File: config.mk
export PLATFORM = sky130hd
export DESIGN_NAME = clipped_line_rasterizer_core
export DESIGN_NICKNAME = d
export VERILOG_FILES = /design/src/rtl/clr_pkg.sv /design/src/rtl/clr_fifo.sv /design/src/rtl/clr_front.sv /design/src/rtl/clr_back.sv /design/src/rtl/clipped_line_rasterizer_core.sv
export VERILOG_INCLUDE_DIRS = /design/src /design/src/rtl
export SDC_FILE = /design/constraint.sdc
export NUM_CORES = 1
export LEC_CHECK = 0
export BUFFER_PORTS_ARGS = -buffer_cell sky130_fd_sc_hd__buf_2
export CAP_MARGIN = 20
export CORE_ASPECT_RATIO = 1.2
export CORE_MARGIN = 8
export CORE_UTILIZATION = 60
export CTS_CLUSTER_SIZE = 40
export DETAILED_ROUTE_END_ITERATION = 8
export PLACE_DENSITY_LB_ADDON = 0.25
export SYNTH_ARGS = -nofsm -noshare
export SYNTH_HDL_FRONTEND = slang
export SYNTH_HIERARCHICAL = 1
export SYNTH_SLANG_ARGS = --single-unit
export TNS_END_PERCENT = 5
File: constraint.sdc
create_clock -name clk -period 11.1 [get_ports clk]
set_input_delay 1.665 -clock clk [delete_from_list [all_inputs] [get_ports clk]]
set_output_delay 1.665 -clock clk [all_outputs]
set_load 0.1 [all_outputs]
File: src/rtl/clipped_line_rasterizer_core_macros.svh
// Assertion macros shared by the rasteriser RTL.
// CLR_ASSERT is disabled while rst_n is low; CLR_ASSERT_ALWAYS is checked during reset too.
`ifndef CLIPPED_LINE_RASTERIZER_CORE_MACROS_SVH
`define CLIPPED_LINE_RASTERIZER_CORE_MACROS_SVH

`ifndef NO_ASSERTIONS

`define CLR_ASSERT(lbl, prop) \
  lbl: assert property (@(posedge clk) disable iff (!rst_n) prop) \
    else $error("clr assertion failed");

`define CLR_ASSERT_ALWAYS(lbl, prop) \
  lbl: assert property (@(posedge clk) prop) \
    else $error("clr assertion failed");

`else

`define CLR_ASSERT(lbl, prop)

`define CLR_ASSERT_ALWAYS(lbl, prop)

`endif

`endif

File: src/rtl/clr_pkg.sv
`default_nettype none
package clr_pkg;

  localparam int COORD_BITS  = 16;
  localparam int COLOR_BITS  = 32;
  localparam int DIM_BITS    = 15;
  localparam int SPAN_X_BITS = COORD_BITS + 1;
  localparam int NSPAN_BITS  = COORD_BITS + 2;
  localparam int ERR_BITS    = COORD_BITS + 3;
  // window compare width: both operands fit signed
  localparam int VIS_BITS    = ((COORD_BITS > DIM_BITS) ? COORD_BITS : DIM_BITS) + 1;

  localparam logic [DIM_BITS-1:0] WIDTH_RESET  = DIM_BITS'(1920);
  localparam logic [DIM_BITS-1:0] HEIGHT_RESET = DIM_BITS'(1080);

  typedef logic signed [COORD_BITS-1:0] coord_t;

  typedef enum logic {
    KIND_START = 1'b0,
    KIND_STEP  = 1'b1
  } kind_t;

  typedef enum logic [0:0] {
    REG_SCREEN_WIDTH  = 1'b0,
    REG_SCREEN_HEIGHT = 1'b1
  } reg_idx_t;

  typedef struct packed {
    kind_t                 kind;
    coord_t                x_start;
    coord_t                y_start;
    coord_t                x_end;
    coord_t                y_end;
    logic [COLOR_BITS-1:0] line_color;
  } in_item_t;

  typedef struct packed {
    coord_t                pixel_x;
    coord_t                pixel_y;
    logic [COLOR_BITS-1:0] pixel_color;
    logic                  visible;
    logic                  last;
  } out_item_t;

  // classified request handed from front to back
  typedef struct packed {
    logic                         is_start;
    coord_t                       cur_x;
    coord_t                       cur_y;
    coord_t                       goal_x;
    coord_t                       goal_y;
    logic [SPAN_X_BITS-1:0]       span_x;
    logic signed [NSPAN_BITS-1:0] neg_span_y;
    logic                         dir_x_neg;
    logic                         dir_y_neg;
    logic [COLOR_BITS-1:0]        color;
  } cmd_t;

  typedef struct packed {
    logic [DIM_BITS-1:0] width;
    logic [DIM_BITS-1:0] height;
  } win_cfg_t;

endpackage
`default_nettype wire

File: src/rtl/clr_fifo.sv
`default_nettype none
`include "clipped_line_rasterizer_core_macros.svh"
module clr_fifo #(
  parameter int WIDTH = 8,
  parameter int DEPTH = 4
) (
  input  wire logic             clk,
  input  wire logic             rst_n,
  input  wire logic             push,
  input  wire logic [WIDTH-1:0] wdata,
  output logic                  full,
  input  wire logic             pop,
  output logic      [WIDTH-1:0] rdata,
  output logic                  empty
);

  localparam int PTR_W = (DEPTH > 1) ? $clog2(DEPTH) : 1;
  localparam int CNT_W = $clog2(DEPTH + 1);
  localparam logic [PTR_W-1:0] LAST_PTR = PTR_W'(DEPTH - 1);

  logic [WIDTH-1:0] mem_r [DEPTH];
  logic [PTR_W-1:0] wr_ptr_r, wr_ptr_nxt;
  logic [PTR_W-1:0] rd_ptr_r, rd_ptr_nxt;
  logic [CNT_W-1:0] count_r, count_nxt;
  logic             do_push, do_pop;

  assign full    = (count_r == CNT_W'(DEPTH));
  assign empty   = (count_r == '0);
  assign do_push = push && !full;
  assign do_pop  = pop && !empty;
  assign rdata   = mem_r[rd_ptr_r];

  always_comb begin
    wr_ptr_nxt = wr_ptr_r;
    rd_ptr_nxt = rd_ptr_r;
    if (do_push) begin
      wr_ptr_nxt = (wr_ptr_r == LAST_PTR) ? '0 : wr_ptr_r + 1'b1;
    end
    if (do_pop) begin
      rd_ptr_nxt = (rd_ptr_r == LAST_PTR) ? '0 : rd_ptr_r + 1'b1;
    end
    case ({do_push, do_pop})
      2'b10:   count_nxt = count_r + 1'b1;
      2'b01:   count_nxt = count_r - 1'b1;
      default: count_nxt = count_r;
    endcase
  end

  always_ff @(posedge clk) begin
    if (!rst_n) begin
      wr_ptr_r <= '0;
      rd_ptr_r <= '0;
      count_r  <= '0;
    end else begin
      wr_ptr_r <= wr_ptr_nxt;
      rd_ptr_r <= rd_ptr_nxt;
      count_r  <= count_nxt;
    end
  end

  always_ff @(posedge clk) begin
    if (do_push) begin
      mem_r[wr_ptr_r] <= wdata;
    end
  end

  `CLR_ASSERT(a_count_in_range, count_r <= CNT_W'(DEPTH))
  `CLR_ASSERT(a_last_pop_empties, (do_pop && !do_push && count_r == CNT_W'(1)) |=> empty)

endmodule
`default_nettype wire

File: src/rtl/clr_front.sv
`default_nettype none
module clr_front
  import clr_pkg::*;
(
  input  wire logic     clk,
  input  wire logic     rst_n,
  input  wire logic     in_push,
  input  wire in_item_t in_data,
  output logic          in_full,
  output logic          q_push,
  output cmd_t          q_data,
  input  wire logic     q_full
);

  logic       stage_v_r, stage_v_nxt;
  cmd_t       stage_r;
  cmd_t       cmd;
  logic       accept;
  logic signed [COORD_BITS:0] dx, dy;
  logic [COORD_BITS:0]        mag_x, mag_y;

  // stage holds one classified request until the queue takes it
  assign in_full     = stage_v_r && q_full;
  assign accept      = in_push && !in_full;
  assign q_push      = stage_v_r && !q_full;
  assign q_data      = stage_r;
  assign stage_v_nxt = accept || (stage_v_r && q_full);

  always_comb begin
    dx    = {in_data.x_end[COORD_BITS-1], in_data.x_end}
          - {in_data.x_start[COORD_BITS-1], in_data.x_start};
    dy    = {in_data.y_end[COORD_BITS-1], in_data.y_end}
          - {in_data.y_start[COORD_BITS-1], in_data.y_start};
    mag_x = dx[COORD_BITS] ? (~dx + 1'b1) : dx;
    mag_y = dy[COORD_BITS] ? (~dy + 1'b1) : dy;

    cmd            = '0;
    cmd.is_start   = (in_data.kind == KIND_START);
    cmd.cur_x      = in_data.x_start;
    cmd.cur_y      = in_data.y_start;
    cmd.goal_x     = in_data.x_end;
    cmd.goal_y     = in_data.y_end;
    cmd.span_x     = mag_x;
    cmd.neg_span_y = NSPAN_BITS'(0) - {1'b0, mag_y};
    cmd.dir_x_neg  = dx[COORD_BITS] || (dx == '0);
    cmd.dir_y_neg  = dy[COORD_BITS] || (dy == '0);
    cmd.color      = in_data.line_color;
  end

  always_ff @(posedge clk) begin
    if (!rst_n) begin
      stage_v_r <= 1'b0;
    end else begin
      stage_v_r <= stage_v_nxt;
    end
  end

  always_ff @(posedge clk) begin
    if (accept) begin
      stage_r <= cmd;
    end
  end

endmodule
`default_nettype wire

File: src/rtl/clr_back.sv
`default_nettype none
`include "clipped_line_rasterizer_core_macros.svh"
module clr_back
  import clr_pkg::*;
(
  input  wire logic     clk,
  input  wire logic     rst_n,
  input  wire logic     cmd_empty,
  input  wire cmd_t     cmd_data,
  output logic          cmd_pop,
  input  wire win_cfg_t win,
  output logic          res_push,
  output out_item_t     res_data,
  input  wire logic     res_full
);

  logic                         active_r, active_nxt;
  coord_t                       cur_x_r, cur_y_r, goal_x_r, goal_y_r;
  logic                         dir_x_neg_r, dir_y_neg_r;
  logic [SPAN_X_BITS-1:0]       span_x_r;
  logic signed [NSPAN_BITS-1:0] neg_span_y_r;
  logic signed [ERR_BITS-1:0]   err_r, err_nxt, err_init;
  logic [COLOR_BITS-1:0]        color_r;

  logic signed [ERR_BITS:0]     e2, nsy_ext, span_ext;
  logic signed [VIS_BITS-1:0]   x_ext, y_ext, w_ext, h_ext;
  logic                         at_x, at_y, step_x, step_y, last;
  coord_t                       cur_x_nxt, cur_y_nxt;

  assign cmd_pop  = !cmd_empty && (cmd_data.is_start || !active_r || !res_full);
  assign res_push = cmd_pop && !cmd_data.is_start && active_r;

  always_comb begin
    at_x     = (cur_x_r == goal_x_r);
    at_y     = (cur_y_r == goal_y_r);
    e2       = {err_r, 1'b0};
    nsy_ext  = {{2{neg_span_y_r[NSPAN_BITS-1]}}, neg_span_y_r};
    span_ext = {3'b000, span_x_r};
    step_x   = (e2 >= nsy_ext);
    step_y   = (e2 <= span_ext);
    // endpoint reached, or a step along an axis already at its goal
    last     = (at_x && at_y) || (step_x && at_x) || (step_y && at_y);

    err_nxt  = err_r
             + (step_x ? {neg_span_y_r[NSPAN_BITS-1], neg_span_y_r} : ERR_BITS'(0))
             + (step_y ? {2'b00, span_x_r} : ERR_BITS'(0));
    cur_x_nxt = step_x ? cur_x_r + (dir_x_neg_r ? {COORD_BITS{1'b1}} : COORD_BITS'(1))
                       : cur_x_r;
    cur_y_nxt = step_y ? cur_y_r + (dir_y_neg_r ? {COORD_BITS{1'b1}} : COORD_BITS'(1))
                       : cur_y_r;
    err_init  = {2'b00, cmd_data.span_x}
              + {cmd_data.neg_span_y[NSPAN_BITS-1], cmd_data.neg_span_y};

    x_ext = {{(VIS_BITS-COORD_BITS){cur_x_r[COORD_BITS-1]}}, cur_x_r};
    y_ext = {{(VIS_BITS-COORD_BITS){cur_y_r[COORD_BITS-1]}}, cur_y_r};
    w_ext = {{(VIS_BITS-DIM_BITS){1'b0}}, win.width};
    h_ext = {{(VIS_BITS-DIM_BITS){1'b0}}, win.height};

    res_data.pixel_x     = cur_x_r;
    res_data.pixel_y     = cur_y_r;
    res_data.pixel_color = color_r;
    res_data.visible     = (x_ext > VIS_BITS'(0)) && (x_ext < w_ext)
                        && (y_ext > VIS_BITS'(0)) && (y_ext < h_ext);
    res_data.last        = last;

    active_nxt = active_r;
    if (cmd_pop) begin
      if (cmd_data.is_start) begin
        active_nxt = 1'b1;
      end else if (active_r && last) begin
        active_nxt = 1'b0;
      end
    end
  end

  always_ff @(posedge clk) begin
    if (!rst_n) begin
      active_r <= 1'b0;
    end else begin
      active_r <= active_nxt;
    end
  end

  always_ff @(posedge clk) begin
    if (cmd_pop && cmd_data.is_start) begin
      cur_x_r      <= cmd_data.cur_x;
      cur_y_r      <= cmd_data.cur_y;
      goal_x_r     <= cmd_data.goal_x;
      goal_y_r     <= cmd_data.goal_y;
      dir_x_neg_r  <= cmd_data.dir_x_neg;
      dir_y_neg_r  <= cmd_data.dir_y_neg;
      span_x_r     <= cmd_data.span_x;
      neg_span_y_r <= cmd_data.neg_span_y;
      err_r        <= err_init;
      color_r      <= cmd_data.color;
    end else if (res_push && !last) begin
      cur_x_r <= cur_x_nxt;
      cur_y_r <= cur_y_nxt;
      err_r   <= err_nxt;
    end
  end

  `CLR_ASSERT_ALWAYS(a_reset_clears_line, !rst_n |=> !active_r)
  `CLR_ASSERT(a_last_ends_line, (res_push && res_data.last) |=> !active_r)
  `CLR_ASSERT(a_line_holds, (active_r && !cmd_pop) |=> active_r)

endmodule
`default_nettype wire

File: src/rtl/clipped_line_rasterizer_core.sv
// Clipped line rasteriser: steps a Bresenham line, one pixel per request.
// Input queue (push/full, in_data): a start request loads both endpoints and
//   the colour and gives no pixel; each step request gives the next pixel.
//   A step request with no line running is dropped.
// Output queue (empty/pop, out_data): oldest pixel shown while empty is low,
//   with visible (strictly inside the window) and last (line finished).
// Config (cfg_valid/cfg_ready, cfg_index, cfg_wdata): window width at index
//   0, height at index 1; always ready, write only while the block is idle.
// Throughput: one request per clock in either direction while full stays low.
// Path: a step request, once taken, passes the front classify register, the
//   command queue and the back step engine into the output queue before its
//   pixel shows.
// Receiver stall: the output queue fills, the back engine halts, the command
//   queue fills and then full rises; nothing is lost.
// Reset: queues empty, no line running, width 1920, height 1080.
`default_nettype none
module clipped_line_rasterizer_core
  import clr_pkg::*;
#(
  parameter int CMDQ_DEPTH = 4,
  parameter int RESQ_DEPTH = 4
) (
  input  wire logic                clk,
  input  wire logic                rst_n,
  // input request queue
  input  wire logic                push,
  input  wire in_item_t            in_data,
  output logic                     full,
  // result queue
  output logic                     empty,
  input  wire logic                pop,
  output out_item_t                out_data,
  // configuration writes
  input  wire logic                cfg_valid,
  output logic                     cfg_ready,
  input  wire logic [0:0]          cfg_index,
  input  wire logic [DIM_BITS-1:0] cfg_wdata
);

  // window registers
  logic [DIM_BITS-1:0] width_r, height_r;
  win_cfg_t            win;

  // front to command queue
  logic q_push, q_full;
  cmd_t q_wdata;

  // command queue to back
  logic                q_pop, q_empty;
  logic [$bits(cmd_t)-1:0] q_rdata;

  // back to result queue
  logic      res_push, res_full;
  out_item_t res_data;
  logic [$bits(out_item_t)-1:0] res_rdata;

  assign cfg_ready  = 1'b1;
  assign win.width  = width_r;
  assign win.height = height_r;
  assign out_data   = out_item_t'(res_rdata);

  always_ff @(posedge clk) begin
    if (!rst_n) begin
      width_r  <= WIDTH_RESET;
      height_r <= HEIGHT_RESET;
    end else if (cfg_valid && cfg_ready) begin
      case (reg_idx_t'(cfg_index))
        REG_SCREEN_WIDTH:  width_r  <= cfg_wdata;
        REG_SCREEN_HEIGHT: height_r <= cfg_wdata;
        default: ;
      endcase
    end
  end

  // front: takes requests, works out spans and directions
  clr_front u_front (
    .clk     (clk),
    .rst_n   (rst_n),
    .in_push (push),
    .in_data (in_data),
    .in_full (full),
    .q_push  (q_push),
    .q_data  (q_wdata),
    .q_full  (q_full)
  );

  // short queue decoupling the front from the step engine
  clr_fifo #(
    .WIDTH ($bits(cmd_t)),
    .DEPTH (CMDQ_DEPTH)
  ) u_cmd_q (
    .clk   (clk),
    .rst_n (rst_n),
    .push  (q_push),
    .wdata (q_wdata),
    .full  (q_full),
    .pop   (q_pop),
    .rdata (q_rdata),
    .empty (q_empty)
  );

  // back: Bresenham step engine and window clip
  clr_back u_back (
    .clk       (clk),
    .rst_n     (rst_n),
    .cmd_empty (q_empty),
    .cmd_data  (cmd_t'(q_rdata)),
    .cmd_pop   (q_pop),
    .win       (win),
    .res_push  (res_push),
    .res_data  (res_data),
    .res_full  (res_full)
  );

  // result queue; also parts the engine from a stalled receiver
  clr_fifo #(
    .WIDTH ($bits(out_item_t)),
    .DEPTH (RESQ_DEPTH)
  ) u_res_q (
    .clk   (clk),
    .rst_n (rst_n),
    .push  (res_push),
    .wdata (res_data),
    .full  (res_full),
    .pop   (pop),
    .rdata (res_rdata),
    .empty (empty)
  );

endmodule
`default_nettype wire
==> flow_summary.json, run 1 <==
{
  "status": "complete, no violations",
  "syn_area_um2": 48600,
  "num-nets-final": 3399,
  "path_clk_slew_ns": 0.07,
  "ys_types": 97,
  "hold_buffers": 0,
  "nFillCells": 5248,
  "synth_simple_gate_area_frac": 0.0521,
  "grt_pass1_vias": 26754,
  "ioPinCount": 187,
  "final_cell_mix": "1,086 x edfxtp_1, 200 x mux4_2, 185 x buf_2",
  "via_count": 25742,
  "start_util": 0.605,
  "cts-root-buf": "clkbuf_16",
  "startpoint_type": "primary input",
  "synth_top_family_by_area": "multiplexers",
  "fin_tns_setup_ns": 0,
  "synth_top_area_frac": 0.670,
  "tritoncts": "yes",
  "grt_usage": 0.232,
  "end_kind": "register",
  "ys_warn_count": 6,
  "drc": 0,
  "critPathMaxFanout": 19,
  "final.min_clock_period_ns": 5.50,
  "arrival_ns": 5.91,
  "clk_latency_ns": 0.70,
  "avgSynthCellArea_um2": 17.0,
  "synth.mux.area_fraction": 0.0993,
  "wl_um": 105000,
  "gp_congestion": 0.898,
  "cts_sinks": 1136,
  "num_antenna_cells": 0,
  "grt_max_degree": 131,
  "tightest_slew_ns": 1.25,
  "final_common_cell": "edfxtp_1",
  "power.total_w": 0.0134,
  "syn-num-nets": 3170,
  "synth_ff_type": "edfxtp_1",
  "layout-drive-gt1-share": 0.198,
  "hold_viol": 0,
  "synth_area_leader_cell": "edfxtp_1",
  "htree_num_levels": 3,
  "antenna_found_initial": 4,
  "grt_overflow": 0,
  "synth_edf_count": 1086,
  "clk_path_buf_depth": 3,
  "grt_pass1_wl_um": 159000,
  "finalCritPeriodShare": 0.495,
  "fmax_mhz": 182,
  "firstDrtPassIters": 6,
  "path_class": "primary input to register",
  "synth_xor_area_frac": 0.0275,
  "synth_fa_ha_area_frac": 0.0550,
  "post-route-cell-area_um2": 54300,
  "hp-class": "register to register",
  "detailed_place.area_um2": 50600,
  "synth_cells": 2853,
  "cts_buffers": 105,
  "synth_compound_area_frac": 0.0511,
  "ys_seq_area_frac": 0.691,
  "row_count": 114,
  "dp_hpwl_um": 69400,
  "slew_viol_final": 0,
  "cts_resized": 0,
  "power_density_nw_per_um2": 247,
  "cap_violations": 0,
  "synth_async_sr_flop_share": 0,
  "ant_nets": 0,
  "peakVddDrop_mv": 0.171,
  "layout_setup_ws_ns": 5.60,
  "die_x_um": 276,
  "leakagePower_nw": 18.8,
  "drt_iter0_markers": 2114,
  "slew_headroom": 0.167,
  "io_buffers": 185,
  "wl_per_cell_um": 24.9,
  "required_ns": 11.51,
  "viasPerCell": 6.11,
  "die_area_um2": 90500,
  "rsz0062_at_grt": "false",
  "coreArea_um2": 80400,
  "dpl_worst_slack_ns": 4.98,
  "die_h_um": 328,
  "worst_clock_skew_ns": 0.0383,
  "netlist_top_cells_area": "edfxtp_1 67%, mux4_2 9.3%, ha_1 4.5%",
  "ys_ff_latch": 1136,
  "setup_viol": 0,
  "post_cts_buffers": 0,
  "area_delta_synth_final_pct": 11.6
}
-- flip-flops by register name (all words and copies together), names as in the netlist, 16 cells and up, named ones only --
register / count
u_back/span_x_r: 17
u_back/neg_span_y_r: 18
u_back/cur_y_r: 16
u_back/goal_x_r: 16
u_back/color_r: 32
u_res_q/mem_r: 264
u_back/err_r: 19
u_back/goal_y_r: 16
u_back/cur_x_r: 16
u_front/q_data: 134
u_cmd_q/mem_r: 536
-- logic make-up (layout without fill, tap and decap cells) --
family,Yosys count,after routing
xor+xnor,151,151
flops,1136,1136
mux,232,232
fa+ha+maj,199,199
compound gates,370,370
buf+inv,263,579
other cells,1,1
simple gates,501,501
-- routing by layer --
metal	track usage	vias to the layer above	share of wire
li1	-	11577	-
met1	0.298	13184	0.40
met2	0.411	831	0.52
met3	0.0362	144	0.055
met4	0.0641	6	0.023
met5	0	-	0.00032
-- critical path, stage by stage --
cell      delay, ns
buf_2          0.08
inv_1          0.04
ha_1           0.22
fa_1           0.43
nand2b_1       0.22
a21oi_1        0.29
o21ai_0        0.23
a31o_2         0.39
a21oi_1        0.19
ha_1           0.25
nor3b_1        0.20
nand2_1        0.08
mux2i_1        0.17
a41oi_1        0.13
nor3_2         0.35
o211ai_1       0.22
o31a_1         0.28
o221ai_1       0.17
a22oi_1        0.12
xor2_1         0.17
-- where the power goes --
| part | internal (W) | switching, W | leakage, nW |
|---|---|---|---|
| Sequential | 0.00541 | 0.000421 | 10.3 |
| Combinational | 0.00159 | 0.00226 | 6.76 |
| Clock | 0.00215 | 0.00158 | 1.75 |
-- synthesized netlist by cell type (7+ instances only) --
cell	n
nor4_1	13
o31a_1	7
xor2_1	53
o31ai_1	19
or3_1	10
mux4_2	200
buf_6	14
o211ai_1	10
a211oi_1	14
dfxtp_1	50
nand2_1	135
inv_1	174
o21ai_1	10
clkbuf_1	37
nor3b_1	9
xnor2_1	96
a21boi_0	10
buf_2	30
nor3_1	37
and3_1	10
a31oi_1	12
nor2b_1	15
and2_1	47
a21oi_1	98
nand2b_1	13
a21o_1	34
nor2_1	116
o21ai_0	69
nand4_1	21
fa_1	25
mux2i_1	29
ha_1	174
edfxtp_1	1086
nand3_1	34
o21a_1	14
-- final cells by class --
type                            instances  area (µm²)  area share
Clock buffer                          121        2730      0.0503
Clock inverter                         73         891      0.0164
Inverter                              175         659      0.0122
Multi-Input combinational cell       1454       13900       0.256
Sequential cell                      1136       33600       0.620
Tap cell                             1044        1310      0.0241
Timing Repair Buffer                  210        1150      0.0212
-- path summary, 6_finish.rpt --
path	slack, ns	end	cells after the start	start
setup reg to reg	5.76	u_back/err_r[12]	16	u_back/err_r[7]
hold reg to reg	0.46	height_r[8]	2	height_r[8]
setup / recovery	5.60	u_front/q_data[48]	20	in_data[32]
hold / removal	0.46	height_r[8]	2	height_r[8]
-- metrics by stage --
stage / hold slack, ns / util / cells
2_1_floorplan: 0.428 / - / 2853
3_3_place_gp: 0.444 / 0.629 / 4018
3_5_place_dp: 0.452 / 0.629 / 4018
4_1_cts: 0.464 / 0.674 / 4212
5_1_grt: 0.486 / 0.675 / 4213
6_report: 0.462 / 0.675 / 4213
No activity file was read; power rests on OpenSTA's default activity.
==> run 2, diff against run 1 <==
--- a/config.mk
+++ b/config.mk
@@ -10,7 +10,7 @@
 export CAP_MARGIN = 20
 export CORE_ASPECT_RATIO = 1.2
 export CORE_MARGIN = 8
-export CORE_UTILIZATION = 60
+export CORE_UTILIZATION = 56
 export CTS_CLUSTER_SIZE = 40
 export DETAILED_ROUTE_END_ITERATION = 8
 export PLACE_DENSITY_LB_ADDON = 0.25
==> constraint.sdc (replaced) <==
create_clock -name clk -period 4.9 [get_ports clk]
set_input_delay 0.735 -clock clk [delete_from_list [all_inputs] [get_ports clk]]
set_output_delay 0.735 -clock clk [all_outputs]
set_load 0.1 [all_outputs]
==> flow_summary.json, run 2 (synthesis results as in run 1) <==
{
  "status": "complete, no violations",
  "area_delta_synth_final_pct": 12.6,
  "r2r_start": "u_back/err_r[16]",
  "drc": 0,
  "largest_reg_flops": 536,
  "required_ns": 5.32,
  "cts_buffers": 106,
  "antenna_found_initial": 2,
  "viasPerCell": 5.89,
  "wl_um": 105000,
  "via_count": 25664,
  "crit_start": "u_back/err_r[16]",
  "row_count": 118,
  "grt_pass1_vias": 26445,
  "slew_viol_final": 0,
  "tightest_slew_ns": 0.998,
  "cts_resized": 0,
  "io_buffers": 185,
  "hp-class": "primary input to register",
  "post-route-cell-area_um2": 54800,
  "cts-root-buf": "clkbuf_16",
  "grt_usage": 0.214,
  "start_util": 0.564,
  "worst_clock_skew_ns": 0.0288,
  "num-nets-final": 3440,
  "slew_headroom": 0.329,
  "cap_violations": 0,
  "ioPinCount": 187,
  "tritoncts": "yes",
  "arrival_ns": 5.17,
  "coreArea_um2": 86200,
  "hold_viol": 0,
  "post_cts_buffers": 0,
  "hp-start": "in_data[3]",
  "cts_sinks": 1136,
  "htree_num_levels": 3,
  "firstDrtPassIters": 5,
  "peakVddDrop_mv": 0.336,
  "startpoint_type": "register",
  "grt_pass1_wl_um": 159000,
  "clk_latency_ns": 0.68,
  "finalCritPeriodShare": 0.970,
  "gp_congestion": 0.890,
  "die_x_um": 285,
  "fin_tns_setup_ns": 0,
  "power_density_nw_per_um2": 560,
  "path_class": "register to register",
  "drt_iter0_markers": 2190,
  "fmax_mhz": 210,
  "die_h_um": 339,
  "leakagePower_nw": 19.0,
  "grt_max_degree": 135,
  "largest-register": "u_cmd_q/mem_r",
  "wl_per_cell_um": 24.0,
  "final_common_cell": "edfxtp_1",
  "final_cell_mix": "1,086 x edfxtp_1, 200 x mux4_2, 185 x buf_2",
  "critPathMaxFanout": 9,
  "power.total_w": 0.0307,
  "setup_viol": 0,
  "dp_hpwl_um": 71000,
  "hold_buffers": 0,
  "grt_overflow": 0,
  "rsz0062_at_grt": "false",
  "clk_path_buf_depth": 3,
  "path_clk_slew_ns": 0.06,
  "final.min_clock_period_ns": 4.75,
  "end_kind": "register",
  "die_area_um2": 96600,
  "ant_nets": 0,
  "detailed_place.area_um2": 51100,
  "fin_util": 0.635,
  "layout-drive-gt1-share": 0.210
}
## run 2: layer usage
| layer | track usage | share of wire |
|---|---|---|
| met4 | 0.0774 | 0.035 |
| met2 | 0.356 | 0.50 |
| met5 | 0 | 0.00020 |
| met3 | 0.0418 | 0.060 |
| met1 | 0.282 | 0.41 |
## run 2: power breakdown
group	internal (W)	total [W]	switching, W	leakage (nW)
Clock	0.00471	0.00817	0.00346	1.72
Combinational	0.00396	0.00934	0.00538	6.99
Sequential	0.0122	0.0132	0.000933	10.3
Total	0.0209	0.0307	0.00977	19.0
## run 2: worst paths after layout
check	end	slack, ns	cells after the start
setup / recovery	u_back/err_r[12]	0.15	17
hold / removal	u_front/q_data[3]	0.24	1
setup reg to reg	u_back/err_r[12]	0.15	17
hold reg to reg	width_r[2]	0.46	2
## run 2: metrics by stage
stage,instances,hold WS [ns],setup WS (ns)
CTS,4354,0.190,0.0355
finish,4357,0.238,0.147
detailed placement,4153,0.449,0.0354
global placement,4153,0.449,-0.0195
floorplan,2853,0.428,0.109
global route,4356,0.200,0.00265
## run 2: worst max-delay path, cell delays in order, from the launching register on
cell and delay (ns):
edfxtp_1 0.46, ha_1 0.33, a21o_1 0.20, a211oi_2 0.28
nor4bb_1 0.31, a31oi_1 0.14, buf_4 0.19, and2_1 0.18
fa_1 0.51, ha_1 0.32, a21o_1 0.18, nand4_1 0.12
nand3_1 0.08, o311a_1 0.19, a311oi_1 0.44, o21ai_0 0.18
xor2_1 0.17, mux2_2 0.27
## run 2: area by class of cell
cell class	instances	area [µm²]
clock buffers	141	2940
repair buffers	250	1580
diodes	1	2.50
multi-input cells	1454	13900
fillers	6086	31500
clock inverters	60	593
flip-flops and latches	1136	33600
inverters	175	659
well taps	1140	1430
